==> config.mk <==
export PLATFORM = sky130hd
export DESIGN_NAME = filtered_mean_stdev_accumulator
export DESIGN_NICKNAME = d
export VERILOG_FILES = /design/src/rtl/core/fmsa_pkg.sv /design/src/rtl/core/fmsa_ctrl.sv /design/src/rtl/core/fmsa_dp.sv /design/src/rtl/core/filtered_mean_stdev_accumulator.sv
export SDC_FILE = /design/constraint.sdc
export NUM_CORES = 2
export LEC_CHECK = 0
export ABC_AREA = 1
export ABC_CLOCK_PERIOD_IN_PS = 8800
export BUFFER_PORTS_ARGS = -buffer_cell sky130_fd_sc_hd__buf_2
export CORE_ASPECT_RATIO = 1.75
export CORE_MARGIN = 10
export CORE_UTILIZATION = 59
export DETAILED_ROUTE_END_ITERATION = 8
export PLACE_DENSITY = 0.79
export RECOVER_POWER = 100
export SKIP_LAST_GASP = 1
export SYNTH_ARGS = -nofsm -noshare
export SYNTH_HDL_FRONTEND = slang
export SYNTH_SLANG_ARGS = --single-unit
export TNS_END_PERCENT = 5
==> constraint.sdc <==
create_clock -name clk_i -period 8.8 [get_ports clk_i]
set_clock_uncertainty 0.2 [all_clocks]
set_input_delay 1.76 -clock clk_i [delete_from_list [all_inputs] [get_ports clk_i]]
set_output_delay 1.76 -clock clk_i [all_outputs]
set_load 0.05 [all_outputs]
==> src/rtl/core/fmsa_pkg.sv <==
// Shared types and constants for the filtered mean and deviation accumulator.
`timescale 1ns / 1ps
`default_nettype none
package fmsa_pkg;

  // Fixed field widths.
  localparam int MeasW  = 24;
  localparam int CntW   = 17;
  localparam int SumW   = 41;
  localparam int SqW    = 64;
  localparam int ProdW  = 105;
  localparam int NumW   = 82;
  localparam int DenW   = 35;
  localparam int StepW  = 7;
  localparam logic [22:0] StdMax = 23'h7FFFFF;

  // Configuration register indexes.
  localparam logic [2:0] CFG_FILTER_MODE = 3'd0;
  localparam logic [2:0] CFG_TYPE_MATCH  = 3'd1;
  localparam logic [2:0] CFG_LOC_MATCH   = 3'd2;
  localparam logic [2:0] CFG_ID_MATCH    = 3'd3;
  localparam logic [2:0] CFG_WIN_START   = 3'd4;
  localparam logic [2:0] CFG_WIN_END     = 3'd5;

  // Filter modes.
  localparam logic [1:0] MODE_TYPE     = 2'd0;
  localparam logic [1:0] MODE_TYPE_LOC = 2'd1;
  localparam logic [1:0] MODE_WINDOW   = 2'd2;
  localparam logic [1:0] MODE_IDENT    = 2'd3;

  // Operations of the shared iterative datapath.
  typedef enum logic [2:0] {
    OP_MULA = 3'd0,
    OP_MULB = 3'd1,
    OP_MULC = 3'd2,
    OP_DIVM = 3'd3,
    OP_DIVV = 3'd4,
    OP_SQRT = 3'd5
  } op_e;

  typedef struct packed {
    logic capture;
    logic accumulate;
    logic run;
    op_e  op;
    logic emit;
  } cmd_t;

  typedef struct packed {
    logic last;
    logic empty;
    logic done;
  } status_t;

  // Number of compute iterations of each operation.
  function automatic logic [StepW-1:0] op_steps(input op_e op);
    logic [StepW-1:0] n;
    case (op)
      OP_MULA, OP_MULB, OP_MULC: n = 7'd41;
      OP_DIVM, OP_DIVV:          n = 7'd82;
      OP_SQRT:                   n = 7'd32;
      default:                   n = 7'd41;
    endcase
    return n;
  endfunction

endpackage
`default_nettype wire

==> src/rtl/core/fmsa_ctrl.sv <==
// Controller state machine that sequences accumulation and the final statistics.
`timescale 1ns / 1ps
`default_nettype none
module fmsa_ctrl (
  input  wire logic            clk_i,
  input  wire logic            rst_ni,
  input  wire logic            in_valid_i,
  output logic                 in_ready_o,
  output logic                 out_valid_o,
  input  wire logic            out_ready_i,
  input  wire fmsa_pkg::status_t status_i,
  output fmsa_pkg::cmd_t       cmd_o
);

  typedef enum logic [8:0] {
    ST_IDLE = 9'b000000001,
    ST_ACC  = 9'b000000010,
    ST_MULA = 9'b000000100,
    ST_MULB = 9'b000001000,
    ST_MULC = 9'b000010000,
    ST_DIVM = 9'b000100000,
    ST_DIVV = 9'b001000000,
    ST_SQRT = 9'b010000000,
    ST_EMIT = 9'b100000000
  } state_e;

  state_e state_q, state_d;
  logic   ovalid_q, ovalid_d;

  // Next state and commands.
  always_comb begin
    state_d  = state_q;
    ovalid_d = ovalid_q;
    cmd_o    = '{capture: 1'b0, accumulate: 1'b0, run: 1'b0,
                 op: fmsa_pkg::OP_MULA, emit: 1'b0};
    if (ovalid_q && out_ready_i) begin
      ovalid_d = 1'b0;
    end
    case (state_q)
      ST_IDLE: begin
        if (in_valid_i) begin
          cmd_o.capture = 1'b1;
          state_d = ST_ACC;
        end
      end
      ST_ACC: begin
        cmd_o.accumulate = 1'b1;
        if (!status_i.last) begin
          state_d = ST_IDLE;
        end else if (status_i.empty) begin
          state_d = ST_EMIT;
        end else begin
          state_d = ST_MULA;
        end
      end
      ST_MULA: begin
        cmd_o.run = 1'b1;
        cmd_o.op  = fmsa_pkg::OP_MULA;
        if (status_i.done) state_d = ST_MULB;
      end
      ST_MULB: begin
        cmd_o.run = 1'b1;
        cmd_o.op  = fmsa_pkg::OP_MULB;
        if (status_i.done) state_d = ST_MULC;
      end
      ST_MULC: begin
        cmd_o.run = 1'b1;
        cmd_o.op  = fmsa_pkg::OP_MULC;
        if (status_i.done) state_d = ST_DIVM;
      end
      ST_DIVM: begin
        cmd_o.run = 1'b1;
        cmd_o.op  = fmsa_pkg::OP_DIVM;
        if (status_i.done) state_d = ST_DIVV;
      end
      ST_DIVV: begin
        cmd_o.run = 1'b1;
        cmd_o.op  = fmsa_pkg::OP_DIVV;
        if (status_i.done) state_d = ST_SQRT;
      end
      ST_SQRT: begin
        cmd_o.run = 1'b1;
        cmd_o.op  = fmsa_pkg::OP_SQRT;
        if (status_i.done) state_d = ST_EMIT;
      end
      ST_EMIT: begin
        // Load the output register once the previous result has left.
        if (!ovalid_q || out_ready_i) begin
          cmd_o.emit = 1'b1;
          ovalid_d   = 1'b1;
          state_d    = ST_IDLE;
        end
      end
      default: state_d = ST_IDLE;
    endcase
  end

  // State registers.
  always_ff @(posedge clk_i or negedge rst_ni) begin
    if (!rst_ni) begin
      state_q  <= ST_IDLE;
      ovalid_q <= 1'b0;
    end else begin
      state_q  <= state_d;
      ovalid_q <= ovalid_d;
    end
  end

  assign in_ready_o  = (state_q == ST_IDLE);
  assign out_valid_o = ovalid_q;

endmodule
`default_nettype wire

==> src/rtl/core/fmsa_dp.sv <==
// Datapath: filter, accumulators, serial multiplier, divider and square root.
`timescale 1ns / 1ps
`default_nettype none
module fmsa_dp #(
  parameter int MaxRecords = 65536,
  parameter int MeasWidth  = 24
) (
  input  wire logic        clk_i,
  input  wire logic        rst_ni,
  input  wire logic        cfg_we_i,
  input  wire logic [2:0]  cfg_index_i,
  input  wire logic [31:0] cfg_data_i,
  input  wire logic [3:0]  type_code_i,
  input  wire logic [3:0]  location_code_i,
  input  wire logic [15:0] sensor_ident_i,
  input  wire logic [31:0] sample_time_i,
  input  wire logic [23:0] measurement_i,
  input  wire logic        last_item_i,
  input  wire fmsa_pkg::cmd_t cmd_i,
  output fmsa_pkg::status_t   status_o,
  output logic [16:0]      match_total_o,
  output logic [23:0]      mean_value_o,
  output logic [22:0]      std_dev_o,
  output logic             empty_set_o
);

  localparam int Shift = fmsa_pkg::MeasW - MeasWidth;

  // Configuration registers.
  logic [1:0]  mode_q;
  logic [3:0]  type_q, loc_q;
  logic [15:0] id_q;
  logic [31:0] wstart_q, wend_q;

  always_ff @(posedge clk_i or negedge rst_ni) begin
    if (!rst_ni) begin
      mode_q   <= fmsa_pkg::MODE_TYPE;
      type_q   <= '0;
      loc_q    <= '0;
      id_q     <= '0;
      wstart_q <= '0;
      wend_q   <= '1;
    end else if (cfg_we_i) begin
      case (cfg_index_i)
        fmsa_pkg::CFG_FILTER_MODE: mode_q   <= cfg_data_i[1:0];
        fmsa_pkg::CFG_TYPE_MATCH:  type_q   <= cfg_data_i[3:0];
        fmsa_pkg::CFG_LOC_MATCH:   loc_q    <= cfg_data_i[3:0];
        fmsa_pkg::CFG_ID_MATCH:    id_q     <= cfg_data_i[15:0];
        fmsa_pkg::CFG_WIN_START:   wstart_q <= cfg_data_i;
        fmsa_pkg::CFG_WIN_END:     wend_q   <= cfg_data_i;
        default: ;
      endcase
    end
  end

  // Filter decision for the incoming record.
  logic hit;
  logic tmatch, lmatch, tin;
  always_comb begin
    tmatch = (type_code_i == type_q);
    lmatch = (location_code_i == loc_q);
    tin    = (sample_time_i >= wstart_q) && (sample_time_i <= wend_q);
    case (mode_q)
      fmsa_pkg::MODE_TYPE:     hit = tmatch;
      fmsa_pkg::MODE_TYPE_LOC: hit = tmatch && lmatch;
      fmsa_pkg::MODE_WINDOW:   hit = tmatch && lmatch && tin;
      default:                 hit = (sensor_ident_i == id_q);
    endcase
  end

  // Captured record.
  logic signed [23:0] meas_q;
  logic               hit_q;
  logic               last_q;
  logic signed [23:0] meas_sx;
  assign meas_sx = $signed(measurement_i << Shift) >>> Shift;

  always_ff @(posedge clk_i or negedge rst_ni) begin
    if (!rst_ni) begin
      hit_q  <= 1'b0;
      last_q <= 1'b0;
    end else if (cmd_i.capture) begin
      hit_q  <= hit;
      last_q <= last_item_i;
    end
  end

  always_ff @(posedge clk_i) begin
    if (cmd_i.capture) meas_q <= meas_sx;
  end

  // Accumulators.
  logic [16:0]        cnt_q;
  logic signed [40:0] sum_q;
  logic [63:0]        sq_q;
  logic signed [47:0] square;
  assign square = meas_q * meas_q;

  always_ff @(posedge clk_i or negedge rst_ni) begin
    if (!rst_ni) begin
      cnt_q <= '0;
      sum_q <= '0;
      sq_q  <= '0;
    end else if (cmd_i.emit) begin
      cnt_q <= '0;
      sum_q <= '0;
      sq_q  <= '0;
    end else if (cmd_i.accumulate && hit_q &&
                 (cnt_q < fmsa_pkg::CntW'(MaxRecords))) begin
      cnt_q <= cnt_q + 17'd1;
      sum_q <= sum_q + 41'(meas_q);
      sq_q  <= sq_q + 64'(unsigned'(square));
    end
  end

  logic        neg;
  logic [40:0] mag;
  assign neg = sum_q[40];
  assign mag = neg ? 41'(-sum_q) : 41'(sum_q);

  // Iterative units.
  logic [6:0]   step_q;
  logic [104:0] prod_q, mcand_q, prod_nx;
  logic [40:0]  mplier_q;
  logic [81:0]  num_q, quo_q, quo_nx;
  logic [33:0]  nsq_q;
  logic [34:0]  rem_q, rem_nx, den;
  logic [35:0]  r2;
  logic [63:0]  x_q;
  logic [31:0]  root_q, root_nx;
  logic [33:0]  sr_q, sr_nx, sr2, trial;
  logic [23:0]  mean_q;
  logic [22:0]  std_q;
  logic         done;

  assign done = (step_q == fmsa_pkg::op_steps(cmd_i.op));

  // One step of each unit.
  always_comb begin
    prod_nx = mplier_q[0] ? prod_q + mcand_q : prod_q;
    den = (cmd_i.op == fmsa_pkg::OP_DIVM) ? 35'({cnt_q, 1'b0}) : 35'(nsq_q);
    r2  = {rem_q, quo_q[81]};
    if (r2 >= {1'b0, den}) begin
      rem_nx = 35'(r2 - {1'b0, den});
      quo_nx = {quo_q[80:0], 1'b1};
    end else begin
      rem_nx = r2[34:0];
      quo_nx = {quo_q[80:0], 1'b0};
    end
    sr2   = {sr_q[31:0], x_q[63:62]};
    trial = {root_q, 2'b01};
    if (sr2 >= trial) begin
      sr_nx   = sr2 - trial;
      root_nx = {root_q[30:0], 1'b1};
    end else begin
      sr_nx   = sr2;
      root_nx = {root_q[30:0], 1'b0};
    end
  end

  always_ff @(posedge clk_i or negedge rst_ni) begin
    if (!rst_ni) begin
      step_q <= '0;
    end else if (cmd_i.run) begin
      step_q <= done ? '0 : step_q + 7'd1;
    end
  end

  // Operand loading, iteration and completion of each operation.
  always_ff @(posedge clk_i) begin
    if (cmd_i.run) begin
      if (step_q == '0) begin
        prod_q <= '0;
        rem_q  <= '0;
        sr_q   <= '0;
        root_q <= '0;
        case (cmd_i.op)
          fmsa_pkg::OP_MULA: begin
            mcand_q  <= 105'(sq_q);
            mplier_q <= 41'(cnt_q);
          end
          fmsa_pkg::OP_MULB: begin
            mcand_q  <= 105'(mag);
            mplier_q <= mag;
          end
          fmsa_pkg::OP_MULC: begin
            mcand_q  <= 105'(cnt_q);
            mplier_q <= 41'(cnt_q);
          end
          fmsa_pkg::OP_DIVM: quo_q <= 82'({mag, 1'b0}) + 82'(cnt_q);
          fmsa_pkg::OP_DIVV: quo_q <= num_q;
          fmsa_pkg::OP_SQRT: x_q <= (|quo_q[81:64]) ? '1 : quo_q[63:0];
          default: ;
        endcase
      end else begin
        case (cmd_i.op)
          fmsa_pkg::OP_MULA, fmsa_pkg::OP_MULB, fmsa_pkg::OP_MULC: begin
            prod_q   <= prod_nx;
            mcand_q  <= {mcand_q[103:0], 1'b0};
            mplier_q <= {1'b0, mplier_q[40:1]};
          end
          fmsa_pkg::OP_DIVM, fmsa_pkg::OP_DIVV: begin
            rem_q <= rem_nx;
            quo_q <= quo_nx;
          end
          fmsa_pkg::OP_SQRT: begin
            sr_q   <= sr_nx;
            root_q <= root_nx;
            x_q    <= {x_q[61:0], 2'b00};
          end
          default: ;
        endcase
        if (done) begin
          case (cmd_i.op)
            fmsa_pkg::OP_MULA: num_q <= prod_nx[81:0];
            fmsa_pkg::OP_MULB: num_q <= num_q - prod_nx[81:0];
            fmsa_pkg::OP_MULC: nsq_q <= prod_nx[33:0];
            fmsa_pkg::OP_DIVM: mean_q <= neg ? 24'(24'd0 - quo_nx[23:0]) : quo_nx[23:0];
            fmsa_pkg::OP_SQRT: std_q <= (|root_nx[31:23]) ? fmsa_pkg::StdMax : root_nx[22:0];
            default: ;
          endcase
        end
      end
    end
  end

  // Output register.
  always_ff @(posedge clk_i) begin
    if (cmd_i.emit) begin
      match_total_o <= cnt_q;
      empty_set_o   <= (cnt_q == '0);
      mean_value_o  <= (cnt_q == '0) ? '0 : mean_q;
      std_dev_o     <= (cnt_q == '0) ? '0 : std_q;
    end
  end

  // The set is empty only if the record being accumulated does not match either.
  assign status_o = '{last: last_q, empty: (cnt_q == '0) && !hit_q, done: done};

endmodule
`default_nettype wire

==> src/rtl/core/filtered_mean_stdev_accumulator.sv <==
// Top level of the filtered mean and standard deviation accumulator.
`timescale 1ns / 1ps
`default_nettype none
// Records that pass the configured filter (type; type and location; type,
// location and inclusive time window; or sensor id) add to a count, a sum and
// a sum of squares. The record flagged with tlast closes the set: one result
// follows with the count, the rounded mean and the truncated population
// standard deviation, or with tuser high and zeros when nothing matched. Each
// record is captured, then accumulated with the 24x24 squarer. Closing a
// non-empty set runs the bit-serial multiplier (three products of 41 steps),
// the restoring divider (two quotients of 82 steps) and the square root (32
// steps), each after a load step, then loads the output register. A finished
// result waits in the output register while new records are taken.
// Configuration writes are always accepted.
module filtered_mean_stdev_accumulator #(
  parameter int MAX_RECORDS = 65536,
  parameter int MEAS_WIDTH  = 24
) (
  input  wire logic        clk_i,
  input  wire logic        rst_ni,
  input  wire logic        cfg_valid_i,
  output logic             cfg_ready_o,
  input  wire logic [2:0]  cfg_index_i,
  input  wire logic [31:0] cfg_data_i,
  input  wire logic        s_axis_tvalid_i,
  output logic             s_axis_tready_o,
  // type_code[3:0], location_code[7:4], sensor_ident[23:8],
  // sample_time[55:24], measurement[79:56]
  input  wire logic [79:0] s_axis_tdata_i,
  input  wire logic        s_axis_tlast_i,
  output logic             m_axis_tvalid_o,
  input  wire logic        m_axis_tready_i,
  // match_total[16:0], mean_value[40:17], std_dev[63:41]
  output logic [63:0]      m_axis_tdata_o,
  // empty_set[0]
  output logic             m_axis_tuser_o
);

  fmsa_pkg::cmd_t    cmd;
  fmsa_pkg::status_t status;
  logic [16:0] total;
  logic [23:0] mean;
  logic [22:0] stdv;

  assign cfg_ready_o = 1'b1;

  fmsa_ctrl u_ctrl (
    .clk_i       (clk_i),
    .rst_ni      (rst_ni),
    .in_valid_i  (s_axis_tvalid_i),
    .in_ready_o  (s_axis_tready_o),
    .out_valid_o (m_axis_tvalid_o),
    .out_ready_i (m_axis_tready_i),
    .status_i    (status),
    .cmd_o       (cmd)
  );

  fmsa_dp #(
    .MaxRecords (MAX_RECORDS),
    .MeasWidth  (MEAS_WIDTH)
  ) u_dp (
    .clk_i           (clk_i),
    .rst_ni          (rst_ni),
    .cfg_we_i        (cfg_valid_i),
    .cfg_index_i     (cfg_index_i),
    .cfg_data_i      (cfg_data_i),
    .type_code_i     (s_axis_tdata_i[3:0]),
    .location_code_i (s_axis_tdata_i[7:4]),
    .sensor_ident_i  (s_axis_tdata_i[23:8]),
    .sample_time_i   (s_axis_tdata_i[55:24]),
    .measurement_i   (s_axis_tdata_i[79:56]),
    .last_item_i     (s_axis_tlast_i),
    .cmd_i           (cmd),
    .status_o        (status),
    .match_total_o   (total),
    .mean_value_o    (mean),
    .std_dev_o       (stdv),
    .empty_set_o     (m_axis_tuser_o)
  );

  assign m_axis_tdata_o = {stdv, mean, total};

  // An empty set reports zero count, mean and deviation.
  assert property (@(posedge clk_i) disable iff (!rst_ni)
    (m_axis_tvalid_o && m_axis_tuser_o) |-> (m_axis_tdata_o == '0))
    else $error("empty result with nonzero payload");

  // A non-empty result always carries a nonzero count.
  assert property (@(posedge clk_i) disable iff (!rst_ni)
    (m_axis_tvalid_o && !m_axis_tuser_o) |-> (m_axis_tdata_o[16:0] != '0))
    else $error("nonempty result with zero count");

  // After a record that does not close the set, ready drops for the accumulate state and then returns.
  assert property (@(posedge clk_i) disable iff (!rst_ni)
    (s_axis_tvalid_i && s_axis_tready_o && !s_axis_tlast_i)
      |=> !s_axis_tready_o ##1 s_axis_tready_o)
    else $error("record accumulation did not return to idle");

endmodule
`default_nettype wire

Word level (Yosys, flattened, before mapping)
Cells that the tools add are included.

Logic and storage cells: 186. Bits in writable memories: 0. Bits in latches: 0. Bits in read-only memories: 0. Bits of input ports: 121. Output and inout bits: 68. Flip-flop bits (word level): 979. Memories kept: 0.

Order comparisons: 5. Div/mod/pow operators: 0. Reductions and logical operators: 45. Add/sub/neg operators: 11. Multipliers: 1. Bitwise operators: 1. Equal/unequal tests: 36. Muxes and demuxes: 55. Shift operators: 0.

Operator list (count): two-way mux 105 bit (4); two-way mux 64 bit (6); case mux 82 bit (2 select lines) (2); case mux 105 bit (3 select lines) (1); two-way mux 41 bit (5); two-way mux 82 bit (2); adder 105 bit (1); two-way mux 32 bit (3); two-way mux 9 bit (10); case mux 41 bit (2 select lines) (1); subtractor 82 bit (1); case mux 9 bit (9 select lines) (1); two-way mux 35 bit (2); adder 64 x 48 -> 64 bit (1); multiplier 24 x 24 -> 48 bit (1); adder 42 x 17 -> 43 bit (1); adder 41 x 24 -> 41 bit (1); negator 41 bit (1); greater-or-equal comparator 36 x 34 -> 1 bit (1); subtractor 35 bit (1); greater-or-equal comparator 34 bit (1); two-way mux 17 bit (2); two-way mux 34 bit (1); greater-or-equal comparator 32 bit (1); other kinds (51) (103).

Logic depth before layout (Yosys ltp)
Depth in word-level cells: 8. Depth in mapped cells: 44. Gate-level depth less buffers: 42.

Modules after synthesis
From an unflattened synthesis, not the netlist that was laid out.

Cell total of the unflattened synthesis: 11237. Area, all modules: 86768.2 sq um.

Modules (own cells, without submodules): fmsa_dp (sequential area each 26650.6 sq um, cells an instance 11122, times used 1, area an instance 85977.5 sq um); fmsa_ctrl (sequential area each 251.5 sq um, cells an instance 113, times used 1, area an instance 779.5 sq um); filtered_mean_stdev_accumulator (sequential area each 0.0 sq um, cells an instance 2, times used 1, area an instance 11.3 sq um).

Worst setup path after synthesis
No wires, ideal clock.

Path type: flip-flop to flip-flop. Start point: reg u_ctrl.state_q[1]. End point: reg u_dp.num_q[0] (enable). Stages on the path, launching flop included: 11. Clock period less this slack: 9387 ps. Data arrival time: 8547 ps. Buffers on the path: 1. Slack: -587 ps. Library setup time: 640 ps. Cell sequence: dfrtp_1 nor2_1 inv_2 nor2_8 nand3_2 buf_6 nand2_2 nand4_1 o21ai_1 nand3b_4 nor3b_1.

Cells in the longest elaborated chain, start to end: 7.

RTL lines: from (decl) (line fmsa_ctrl.sv:27) `state_e state_q, state_d;`; from (signal assigned) (line fmsa_ctrl.sv:104) `state_q <= state_d;`; equality test 9 x 8 -> 1 bit (tied with other cells) (line fmsa_ctrl.sv:39) `case (state_q)`; case mux 4 bit (6 select lines) * (line fmsa_ctrl.sv:39); equality test 3 bit / equality test 3 x 2 -> 1 bit (equally long branches) (line fmsa_pkg.sv:58) `case (op)`; OR reduction 2 bit (line fmsa_pkg.sv:58); case mux 7 bit (2 select lines) (line fmsa_pkg.sv:58); equality test 7 bit (line fmsa_dp.sv:136) `assign done = (step_q == fmsa_pkg::op_steps(cmd_i.op));`; AND reduction 4 bit (no line) *; to (signal assigned) (line fmsa_dp.sv:215) `fmsa_pkg::OP_MULA: num_q <= prod_nx[81:0];`; to (signal assigned) (line fmsa_dp.sv:216) `fmsa_pkg::OP_MULB: num_q <= num_q - prod_nx[81:0];`; to (decl) (line fmsa_dp.sv:125) `logic [81:0] num_q, quo_q, quo_nx;`.

Mark *: on every way between the ends. The rest lies on a longest branch, timed or not. A chain may end at the register's enable or synchronous reset.

Worst setup path in the final report
Start point: reg u_dp.mcand_q[0]. End point: reg u_dp.num_q[49] (data pin).

Cells in the longest elaborated chain, start to end: 4.

RTL lines: from (decl) (line fmsa_dp.sv:123) `logic [104:0] prod_q, mcand_q, prod_nx;`; from (signal assigned) (line fmsa_dp.sv:179) `mcand_q <= 105'(sq_q);`; from (signal assigned) (line fmsa_dp.sv:183) `mcand_q <= 105'(mag);`; from (signal assigned) (line fmsa_dp.sv:187) `mcand_q <= 105'(cnt_q);`; adder 105 bit (line fmsa_dp.sv:140) `prod_nx = mplier_q[0] ? prod_q + mcand_q : prod_q;`; two-way mux 105 bit (line fmsa_dp.sv:140); via u_dp.prod_nx[18] (line fmsa_dp.sv:123); subtractor 82 bit (line fmsa_dp.sv:216); case mux 82 bit (2 select lines) (line fmsa_dp.sv:214) `case (cmd_i.op)`.

The timed path passes the listed nets, and every way through them passes these cells. The select of a mux whose other input is x is not followed.

==> qor.yml <==
synth_area_leaders: "edfxtp_1, fa_1, nand2_1, inv_1, ha_1"
postRouteAntennaNets: 0
root_buffer: "clkbuf_16"
start_util_pct: 59.3
drt_pass1_iterations: 9
io_buffers: 187
synth_top_area_share_pct: 24.3
clockBufferDepth: 3
crit_path_start_kind: "flop"
synth_warnings: 0
rows: 186
coreArea_um2: 146000
cap_violations: 25
die_area_um2: 163000
ys.flop_type: "edfxtp_1"
pre_cts_slack_ps: -94.6
grt_pass1_vias: 83500
endpoint_kind: "flop"
final_layout_size_suffix_gt1_share_pct: 7.40
grtUsageTotal_pct: 41.0
wl_um: 339000
netlist_area_um2: 86800
grt_pass1_wl_um: 501000
outcome: "complete, but fails checks"
final_net_count: 12700
wl_per_cell_um: 25.2
relSlewSlack_pct: -303
cts-buffers-inserted: 93
synth.yosys.seq_area_share_pct: 31.0
grt_max_degree: 176
seqCellArea_um2: 26900
max_freq_ghz: 0.114
vias: 81300
fin_area_um2: 95100
synth_nets: 12400
path_clk_slew_ps: 70
drv_slew: 1582
violations: "capacitance limit, slew limit"
grt_overflow: 0
yosys.area.top_type: "edfxtp_1"
worst-setup-path-type: "flop to flop"
rsz0062_at_grt: "yes"
num_io_pins: 189
min_path_type: "flop to flop"
post_drt_via_cell_ratio: 6.03
htree_levels: 3
drtIter0Drc: 7702
dp_hpwl_um: 268000
cp.required_ps: 9210
hold_depth: 2
setup_tns_ps: 0
worstMarginPinSlew_ps: 6040
fin_crit_sh_pct: 100
path_max_fanout: 5
synth-seq-cells: 933
die-width_um: 310
hold_violations: 0
postPlaceCellArea_um2: 91400
clock_latency_ps: 810
syn-mean-instance-area_um2: 7.75
syn_inst: 11200
area_delta_synth_final_pct: 9.63
drc_errors: 0
setup_slack_ps: 0.0639
whs_ps: 257
antenna_found_initial: 13
gp_congestion: 1.14
fin_crit_ps: 8800
setup_violations: 0
filler_cell_count: 12800
multiInputGateArea_um2: 51500
reg2reg_depth: 22
synth_edf_count: 702
cts_tree: "yes"
clock-sinks: 933
synthArstFlopShare_pct: 24.8
ys_types: 79
die_y_um: 527
worst_ep_arrival_time_ps: 9210
==> repair_timing <==
| action | CTS | global route |
|---|---|---|
| setup endpoints to repair | 4 | 34 |
| buffers inserted | 0 | 32 |
| pin swaps | 2 | 67 |
| cloned | 0 | 5 |
| hold buffers | 0 | 0 |
| resized for setup | 4 | 155 |
==> Yosys cell counts (all sizes together) (17+ instances only) <==
cell type and count:
o22ai 63, o31ai 30, a21boi 33, nor3 123, nand4 121, a21oi 721
dfrtp 198, xor2 168, a21o 63, o21bai 62, dfstp 33, a31oi 62
edfxtp 702, nor4 48, nand3 412, nand2 2420, nor2 1151, xnor2 116
o211ai 50, clkbuf 220, inv 2033, o21ai 964, nand3b 19, buf 61
ha 555, o221ai 17, or2 68, o21a 46, fa 565
==> stage by stage <==
stage               utilization, %  instances
CTS                           64.7      13400
detailed placement            62.4      13300
floorplan                        -      11200
global route                  65.0      13500
finish                        65.0      13500
global placement              62.4      13300
==> area by class of cell <==
cell class / instances / share of cell area, %
antenna: 11 / 0.0289
clock buffer: 111 / 2.56
clock inverter: 63 / 0.897
inverter: 2037 / 8.04
multi-input combinational: 7948 / 54.2
sequential: 933 / 28.3
tap: 1880 / 2.47
timing repair buffer: 494 / 3.54
==> critical path, stage by stage (launching register included) <==
cell      delay [ps]
edfxtp_1         430
ha_1             330
fa_1             340
nand2_1          130
o21ai_2          490
inv_1            150
o21ai_0          760
nand2_2           70
nand2_1          280
a21oi_1          140
xor2_1           160
o21ai_0         1080
inv_1            500
ha_1             540
a21o_1           170
a21boi_0         150
o21ai_0          380
a21oi_1          260
o21bai_1         830
nand2_1          590
nand3b_1         250
nand3_1          110
nand2_1          230
==> kinds of logic (layout without fill, tap and decap cells) <==
family / Yosys count / after routing / synth area share [%]
AND/OR/NAND/NOR: 4375 / 4375 / 21.0
buffers and inverters: 2318 / 2705 / 10.1
AO/OA/AOI/OAI: 2167 / 2167 / 13.9
adder cells (fa/ha/maj): 1120 / 1120 / 21.0
flip-flops: 933 / 933 / 31.0
XOR/XNOR: 284 / 284 / 2.87
other: 1 / 12 / 0.00432
multiplexers: 1 / 1 / 0.0115
==> state kept, by name, summed over array words and instances (netlist names), 9 cells and up <==
signal,count
u_dp.mcand_q,82
u_dp.num_q,82
u_dp.prod_q,82
u_dp.quo_q,82
u_dp.sq_q,64
u_dp.x_q,64
u_dp.mplier_q,41
u_dp.sum_q,41
u_dp.rem_q,35
u_dp.nsq_q,34
u_dp.root_q,32
u_dp.sr_q,32
u_dp.wend_q,32
u_dp.wstart_q,32
u_dp.mean_q,24
u_dp.mean_value_o,24
u_dp.meas_q,24
u_dp.std_dev_o,23
u_dp.std_q,23
u_dp.cnt_q,17
u_dp.match_total_o,17
u_dp.id_q,16
u_ctrl.state_q,9
==> layout by cell type, fill, tap and decap left out, drive strengths merged, types with 68 or more instances in the layout <==
cell type | synthesis | layout
a21oi | 721 | 721
buf | 61 | 369
clkbuf | 220 | 236
dfrtp | 198 | 198
edfxtp | 702 | 702
fa | 565 | 565
ha | 555 | 555
inv | 2033 | 2038
nand2 | 2420 | 2420
nand3 | 412 | 412
nand4 | 121 | 121
nor2 | 1151 | 1151
nor3 | 123 | 123
o21ai | 964 | 964
or2 | 68 | 68
xnor2 | 116 | 116
xor2 | 168 | 168
==> final timing paths <==
check	startpoint	endpoint	slack, ps
worst max-delay path	u_dp.mcand_q[0]$_SDFFCE_PN0P_	u_dp.num_q[49]$_DFFE_PP_	0.06
worst max register to register	u_dp.mcand_q[0]$_SDFFCE_PN0P_	u_dp.num_q[49]$_DFFE_PP_	0.06
min in group asynchronous	rst_ni	u_dp.wstart_q[21]$_DFFE_PN0P_	2730
max in group asynchronous	rst_ni	u_dp.sum_q[40]$_DFFE_PN0P_	930
worst min-delay path	u_dp.mplier_q[23]$_DFFE_PP_	u_dp.mplier_q[22]$_DFFE_PP_	260
worst min register to register	u_dp.mplier_q[23]$_DFFE_PP_	u_dp.mplier_q[22]$_DFFE_PP_	260
==> metal layers <==
layer	GRT usage [%]	part of all wire [%]	vias to the layer above
met5	0	0.019	-
met4	41.2	13	10
met3	8.27	7.3	1584
met2	68.9	48	4076
met1	41.1	32	38700
li1	-	-	36900
Power is left out: the tool's default activity adds up to more than one toggle a clock period on the data nets, which glitch-free logic cannot reach.
